<file path="src/rtl/car_pkg.sv">
// ----------------------------------------------------------------------------
// car_pkg
// Shared constants for the cosine annealing rate pipeline.
// ----------------------------------------------------------------------------
`default_nettype none
package car_pkg;
	localparam logic [31:0] PI_Q30   = 32'd3373259426;
	localparam logic [31:0] GAIN_Q30 = 32'd652032874;
	localparam logic [31:0] ONE_Q30  = 32'd1073741824;
	localparam logic [1:0] REG_MAX = 2'd0;
	localparam logic [1:0] REG_MIN = 2'd1;
	localparam logic [1:0] REG_LEN = 2'd2;

	function automatic logic signed [33:0] atan_q30(input logic [4:0] k);
		logic [29:0] v;
		case (k)
			5'd0: v = 30'd843314856;
			5'd1: v = 30'd497837829;
			5'd2: v = 30'd263043836;
			5'd3: v = 30'd133525158;
			5'd4: v = 30'd67021686;
			5'd5: v = 30'd33543515;
			5'd6: v = 30'd16775850;
			5'd7: v = 30'd8388437;
			5'd8: v = 30'd4194282;
			5'd9: v = 30'd2097149;
			5'd10: v = 30'd1048575;
			5'd11: v = 30'd524287;
			5'd12: v = 30'd262143;
			5'd13: v = 30'd131071;
			5'd14: v = 30'd65535;
			5'd15: v = 30'd32767;
			5'd16: v = 30'd16383;
			5'd17: v = 30'd8191;
			5'd18: v = 30'd4095;
			5'd19: v = 30'd2047;
			5'd20: v = 30'd1023;
			5'd21: v = 30'd511;
			5'd22: v = 30'd255;
			5'd23: v = 30'd127;
			5'd24: v = 30'd63;
			5'd25: v = 30'd31;
			5'd26: v = 30'd15;
			5'd27: v = 30'd7;
			5'd28: v = 30'd3;
			5'd29: v = 30'd1;
			default: v = 30'd0;
		endcase
		return {4'd0, v};
	endfunction
endpackage
`default_nettype wire

</file>
<file path="src/rtl/car_interp.sv">
// ----------------------------------------------------------------------------
// car_interp
// Forms the cosine weight and interpolates between the two rates.
// ----------------------------------------------------------------------------
`default_nettype none
module car_interp (
	input  wire logic               clk,
	input  wire logic               arst_n,
	input  wire logic               in_valid,
	input  wire logic signed [33:0] sin_q30,
	input  wire logic [31:0]        max_rate,
	input  wire logic [31:0]        min_rate,
	output logic                    out_valid,
	output logic [31:0]             rate
);
	import car_pkg::*;

	logic signed [34:0] half;
	logic [30:0]        c;
	logic               v_s1, v_s2, v_s3;
	logic [30:0]        c_s1;
	logic signed [32:0] d_s1;
	logic [31:0]        mn_s1, mn_s2;
	logic signed [64:0] p_s2;
	logic [31:0]        r_s3;

	always_comb begin
		half = (35'(signed'({1'b0, ONE_Q30})) - 35'(sin_q30)) >>> 1;
		if (half < 0) begin
			c = '0;
		end else if (half > 35'(signed'({1'b0, ONE_Q30}))) begin
			c = 31'(ONE_Q30);
		end else begin
			c = half[30:0];
		end
	end

	always_ff @(posedge clk or negedge arst_n) begin
		if (!arst_n) begin
			v_s1 <= 1'b0;
			v_s2 <= 1'b0;
			v_s3 <= 1'b0;
		end else begin
			v_s1 <= in_valid;
			v_s2 <= v_s1;
			v_s3 <= v_s2;
		end
	end

	always_ff @(posedge clk) begin
		c_s1  <= c;
		d_s1  <= signed'({1'b0, max_rate}) - signed'({1'b0, min_rate});
		mn_s1 <= min_rate;
		p_s2  <= 65'(d_s1) * 65'(signed'({1'b0, c_s1})) + 65'sd536870912;
		mn_s2 <= mn_s1;
		r_s3  <= mn_s2 + 32'(p_s2 >>> 30);
	end

	assign out_valid = v_s3;
	assign rate = r_s3;
endmodule
`default_nettype wire

</file>
<file path="config.mk">
export PLATFORM = sky130hd
export DESIGN_NAME = car_interp
export DESIGN_NICKNAME = d
export VERILOG_FILES = /design/src/rtl/car_pkg.sv /design/src/rtl/car_interp.sv
export SDC_FILE = /design/constraint.sdc
export NUM_CORES = 2
export LEC_CHECK = 0
export BUFFER_PORTS_ARGS = -buffer_cell sky130_fd_sc_hd__buf_2
export CAP_MARGIN = 20
export CELL_PAD_IN_SITES_DETAIL_PLACEMENT = 1
export CELL_PAD_IN_SITES_GLOBAL_PLACEMENT = 1
export CORE_MARGIN = 2
export CORE_UTILIZATION = 52
export CTS_CLUSTER_SIZE = 14
export DETAILED_ROUTE_END_ITERATION = 6
export PLACE_DENSITY = 0.95
export SETUP_SLACK_MARGIN = 0.1
export SLEW_MARGIN = 30
export SYNTH_ARGS = -nofsm -noshare
export SYNTH_HDL_FRONTEND = slang
export SYNTH_SLANG_ARGS = --single-unit
</file>
<file path="constraint.sdc">
create_clock -name clk -period 9.2 [get_ports clk]
set_input_delay 1.84 -clock clk [delete_from_list [all_inputs] [get_ports clk]]
set_output_delay 1.84 -clock clk [all_outputs]
set_load 0.1 [all_outputs]
</file>
==> results.yml, run 1 <==
placed_design:
  io_port_bufs: 133
  dp_cells: 5621
  place.gp.congestion: 0.9969
  dpl.hpwl_mm: 136.4
yosys:
  synth_top_area_cell: "sky130_fd_sc_hd__fa_1"
  synth.ff_latch_count: 195
  synth-warning-count: 0
  number_of_flops_mapped_to_enable_cells_by_yosys: 0
  synth.distinct_cells: 76
  synthFlopType: "sky130_fd_sc_hd__dfxtp_1"
  netlist_area_um2: 43520
  synth.area.top_cells: "sky130_fd_sc_hd__fa_1 48%, sky130_fd_sc_hd__and2_1 11%, sky130_fd_sc_hd__dfxtp_1 8.8%, sky130_fd_sc_hd__inv_1 8.6%, sky130_fd_sc_hd__ha_1 7.8%"
  syn-instance-count: 4527
  syn-mean-instance-area_um2: 9.614
  seq_area_frac_synth_pct: 9.004
  syn_nets: 5950
  share_of_async_settable_or_async_resettable_flops_after_synthesis_pct: 1.538
  post-synth-top-area-fraction_pct: 48.34
die:
  initial_utilization_pct: 52.26
  ioPinCount: 134
  die_w_um: 293.3
  dieHeight_um: 293.3
  placement_rows: 106
sta:
  worstEndpointType: "register data pin"
  grt_worst_setup_endpoint: "p_s2[61]$_DFF_P_/D"
run_status:
  error_message: "[ERROR GRT-0232] Routing congestion too high. Check the congestion heatmap in the GUI."
  last_stage_the_flow_got_to: "global routing (5_1_grt)"
  outcome: "aborted with a tool error"
clock_tree:
  cts-root-buf: "sky130_fd_sc_hd__clkbuf_16"
  cts_sinks: 195
  cts_inserted_buffers: 17
  ctsLongestPathBuffers: 2
  htree_levels: 4
  cts-hold-fix-buffers: 0
global_routing:
  groute.usage.overall_pct: 64.55
  grt_start_max_net_pins: 34
  overflow_after_grt: 58
==> through the flow <==
stage / worst slack (ns) / instance area [um2]
2_1_floorplan: 1.616 / 43520
3_3_place_gp: 0.1004 / 45410
3_5_place_dp: -0.1695 / 45420
4_1_cts: 0.1037 / 46120
==> synthesized netlist by cell type (all sizes together), types with 5 or more instances <==
master	instances
a211oi	15
a21boi	6
a21o	44
a21oi	89
a31oi	7
and2	744
and3	15
buf	5
clkbuf	199
dfxtp	192
fa	1051
ha	271
inv	999
nand2	367
nand2b	15
nand3	25
nand4	18
nor2	78
nor2b	26
nor3	31
nor3b	5
nor4	11
o211ai	5
o21a	15
o21ai	66
o21bai	10
o311ai	7
o31a	5
o31ai	10
or3	9
xnor2	92
xor2	25
==> cell families after synthesis <==
logic type / Yosys count / share of synthesized area, %
AND/OR/NAND/NOR: 1362 / 17.10
adder cells (fa/ha/maj): 1322 / 56.13
buffers and inverters: 1203 / 10.40
AO/OA/AOI/OAI: 322 / 4.864
flip-flops: 195 / 9.004
XOR/XNOR: 117 / 2.354
multiplexers: 6 / 0.1437
==> per-layer routing <==
| metal | GRT overflow | GRT usage, % |
|---|---|---|
| met1 | 0 | 62.31 |
| met2 | 35 | 78.96 |
| met3 | 0 | 53.12 |
| met4 | 23 | 65.27 |
| met5 | 0 | 30.52 |
==> timing repair <==
| action | 4_1_cts |
|---|---|
| resized for setup | 24 |
| setup buffers | 4 |
| pin swaps | 1 |
| setup endpoints to repair | 12 |
==> run 2: changes to the inputs <==
==> config.mk (replaced) <==
export PLATFORM = sky130hd
export DESIGN_NAME = car_interp
export DESIGN_NICKNAME = d
export VERILOG_FILES = /design/src/rtl/car_pkg.sv /design/src/rtl/car_interp.sv
export SDC_FILE = /design/constraint.sdc
export NUM_CORES = 2
export LEC_CHECK = 0
export BUFFER_PORTS_ARGS = -buffer_cell sky130_fd_sc_hd__buf_2
export CAP_MARGIN = 20
export CORE_MARGIN = 2
export CORE_UTILIZATION = 40
export DETAILED_ROUTE_END_ITERATION = 6
export PLACE_DENSITY_LB_ADDON = 0.15
export SLEW_MARGIN = 30
export SYNTH_ARGS = -nofsm -noshare
export SYNTH_HDL_FRONTEND = slang
export SYNTH_SLANG_ARGS = --single-unit
==> run 2 against run 1 <==
Net effect: the run now ends clean; synthesized area is the same; synthesized cell count did not move.
==> results.yml, run 2 <==
run_status:
  outcome: "completed"
sta:
  fin_tns_setup_ns: 0
  timing.final.hold_violations: 0
  tightest_slew_ns: 0.9911
  final-setup-viol-count: 0
  period_needed_ns: 8.829
  grt_setup_unrepaired: "false"
  max_freq_mhz: 113.3
  final-max-slew-violation-count: 0
  clock_skew_ns: 0.02722
  final_critical_path_share_of_the_clock_period_pct: 95.97
  timing.slew.headroom_pct: 33.83
die:
  ioPinCount: 134
  die_area_um2: 111500
  dieHeight_um: 333.9
  initial_utilization_pct: 40.15
  design.core.area_um2: 108400
  die_w_um: 333.9
  placement_rows: 121
yosys:
  synthMostInstantiatedCell: "sky130_fd_sc_hd__fa_1"
  synth_top_area_cell: "sky130_fd_sc_hd__fa_1"
  synth.area.top_cells: "sky130_fd_sc_hd__fa_1 48%, sky130_fd_sc_hd__and2_1 11%, sky130_fd_sc_hd__dfxtp_1 8.8%, sky130_fd_sc_hd__inv_1 8.6%, sky130_fd_sc_hd__ha_1 7.8%"
  synth-warning-count: 0
  syn-mean-instance-area_um2: 9.614
  post-synth-top-area-fraction_pct: 48.34
  synth.ff_latch_count: 195
  syn_nets: 5950
  syn-instance-count: 4527
  share_of_async_settable_or_async_resettable_flops_after_synthesis_pct: 1.538
  synth.distinct_cells: 76
  synthFlopType: "sky130_fd_sc_hd__dfxtp_1"
  synth_top_cells_by_count: "1051 x sky130_fd_sc_hd__fa_1, 999 x sky130_fd_sc_hd__inv_1, 744 x sky130_fd_sc_hd__and2_1"
  number_of_flops_mapped_to_enable_cells_by_yosys: 0
  seq_area_frac_synth_pct: 9.004
  netlist_area_um2: 43520
critical_path:
  regToRegEndpoint: "p_s2[56]$_DFF_P_"
  r2r_slack_ns: 0.37
  worstPathRequired_ns: 9.58
  cp-start-kind: "flip-flop"
  worst_r2r_src: "c_s1[12]$_SDFF_PP0_"
  path_max_fanout: 18
  crit_path_max_incr_delay_ns: 0.76
  r2r.worst_path.cells: 23
  critPathMostFrequentCell: "sky130_fd_sc_hd__fa_1"
  slowest_cell_on_the_critical_path: "sky130_fd_sc_hd__o21ai_0"
  timing.critical_path.arrival_ns: 9.21
  critPathKind: "flip-flop to flip-flop"
  crit_path_cell_trace: "buf_4 -> and2_1 -> fa_1 -> inv_1 -> fa_1 -> fa_1 -> fa_1 -> inv_1 -> fa_1 -> fa_1 -> fa_1 -> fa_1 -> ha_1 -> a21oi_1 -> o211ai_1 -> a31oi_1 -> o22ai_1 -> o21ai_0 -> a31oi_1 -> o31a_1 -> a41oi_1 -> a211oi_1 -> a311o_1"
  end_kind: "flip-flop"
final_layout:
  max_flop_register: "d_s1"
  largest_register_ffs: 33
  layout.cells.most_common: "sky130_fd_sc_hd__fa_1"
  layout-area-overhead-vs-synth_pct: 6.922
  finish.net_count: 5986
  most_used_cells_in_the_layout_excluding_fill_and_tap_cells: "1051 x sky130_fd_sc_hd__fa_1, 999 x sky130_fd_sc_hd__inv_1, 744 x sky130_fd_sc_hd__and2_1"
  drive_gt1_share_pct: 6.294
  number_of_filler_instances_in_the_final_layout: 10760
detailed_routing:
  dr_total_vias: 29480
  number_of_remaining_drc_errors: 0
  antenna_violating_nets_post_route: 0
  drtPass1Iterations: 5
  first_iter_violations: 1381
  post_detailed_route_wirelength_per_cell_um: 20.18
  wl_mm: 121.0
  route.detailed.vias_per_inst: 4.917
worst_hold_path:
  hold_path_depth: 0
  timing.hold.worst.class: "flip-flop to flip-flop"
  min_delay_worst_endpoint: "mn_s2[27]$_DFF_P_"
  min-delay-start: "mn_s1[27]$_DFF_P_"
clock_tree:
  cts_post_setup_buffers_inserted: 0
  ctsLongestPathBuffers: 2
  cts_sinks: 195
  clock_latency_ns: 0.50
  clk_pin_slew_worst_paths_ns: 0.08
  cts-hold-fix-buffers: 0
  cts-root-buf: "sky130_fd_sc_hd__clkbuf_16"
  htree_levels: 4
  cts_inserted_buffers: 17
  cts_tree: "built"
global_routing:
  groute.usage.overall_pct: 22.77
  vias_in_the_first_global_route: 32680
  grt_pass1_wl_mm: 192.8
  antenna_violations_before_repair: 7
  grt_start_max_net_pins: 34
  overflow_after_grt: 0
placed_design:
  dpl.hpwl_mm: 101.0
  place.gp.congestion: 0.8471
  io_port_bufs: 133
flow_run:
  max_cap_viol_count: 0
-- run 2: cell counts after synthesis --
Identical to the previous run, type by type.
-- run 2: final cells by class --
type	instances	area [um2]	share of cell area, %
tap	1414	1769	3.802
clock buffer	18	429.2	0.9222
clock inverter	14	168.9	0.3630
sequential	195	3931	8.448
timing repair buffer	221	1376	2.957
antenna	5	12.51	0.02689
multi-input combinational	3129	35100	75.42
inverter	999	3750	8.058
-- run 2: worst max-delay path, delay by kind of cell (launching register included) --
family          cells  cell delay, ns
compound gates     10            3.17
fa+ha+maj           9            4.15
buf+inv             3            0.50
simple gates        1            0.21
flops               1            0.67
-- run 2: timing repair --
item                       4_1_cts  5_1_grt
setup endpoints to repair        0        2
resized for setup                0        2
hold endpoints to repair         0        0
-- run 2: layer usage --
metal	up-vias	track usage [%]	share of wire (%)
met1	15450	27.21	39
met4	0	6.268	3.0
met2	470	43.50	55
li1	13420	-	-
met3	136	1.821	2.5
met5	-	0	0
-- run 2: cells by family (layout without fill, tap and decap cells) --
kind of cell    count (synthesis)  after routing  share of synthesized area [%]
flops                         195            195                          9.004
buf+inv                      1203           1252                          10.40
mux                             6              6                         0.1437
compound gates                322            322                          4.864
fa+ha+maj                    1322           1322                          56.13
other cells                     0              5                              0
simple gates                 1362           1362                          17.10
xor+xnor                      117            117                          2.354
-- run 2: worst max path at each step --
stage	depth (start not counted)	slack (ns)	end	start
5_1_grt	22	0.04	p_s2[61]$_DFF_P_	c_s1[4]$_SDFF_PP0_
2_1_floorplan	27	1.62	p_s2[61]$_DFF_P_	d_s1[32]$_DFF_P_
3_5_place_dp	23	0.32	p_s2[61]$_DFF_P_	c_s1[3]$_SDFF_PP0_
4_1_cts	23	0.26	p_s2[61]$_DFF_P_	c_s1[3]$_SDFF_PP0_
6_report	23	0.37	p_s2[56]$_DFF_P_	c_s1[12]$_SDFF_PP0_
3_3_place_gp	23	0.30	p_s2[61]$_DFF_P_	c_s1[3]$_SDFF_PP0_
-- run 2: stage by stage --
step           setup WS, ns  hold WS, ns  utilization [%]  area (um2)  std cells
2_1_floorplan         1.616       0.3096                -       43520       4527
3_3_place_gp         0.2998       0.3097            42.35       45900       5958
3_5_place_dp         0.3169       0.3121            42.36       45920       5958
4_1_cts              0.2580       0.3239            42.91       46520       5990
5_1_grt             0.03874       0.3254            42.92       46530       5992
6_report             0.3708       0.3207            42.93       46540       5995
Power of run 2 is not shown: default switching activity piles up to over one toggle a cycle in this logic, so the estimate is an artifact.
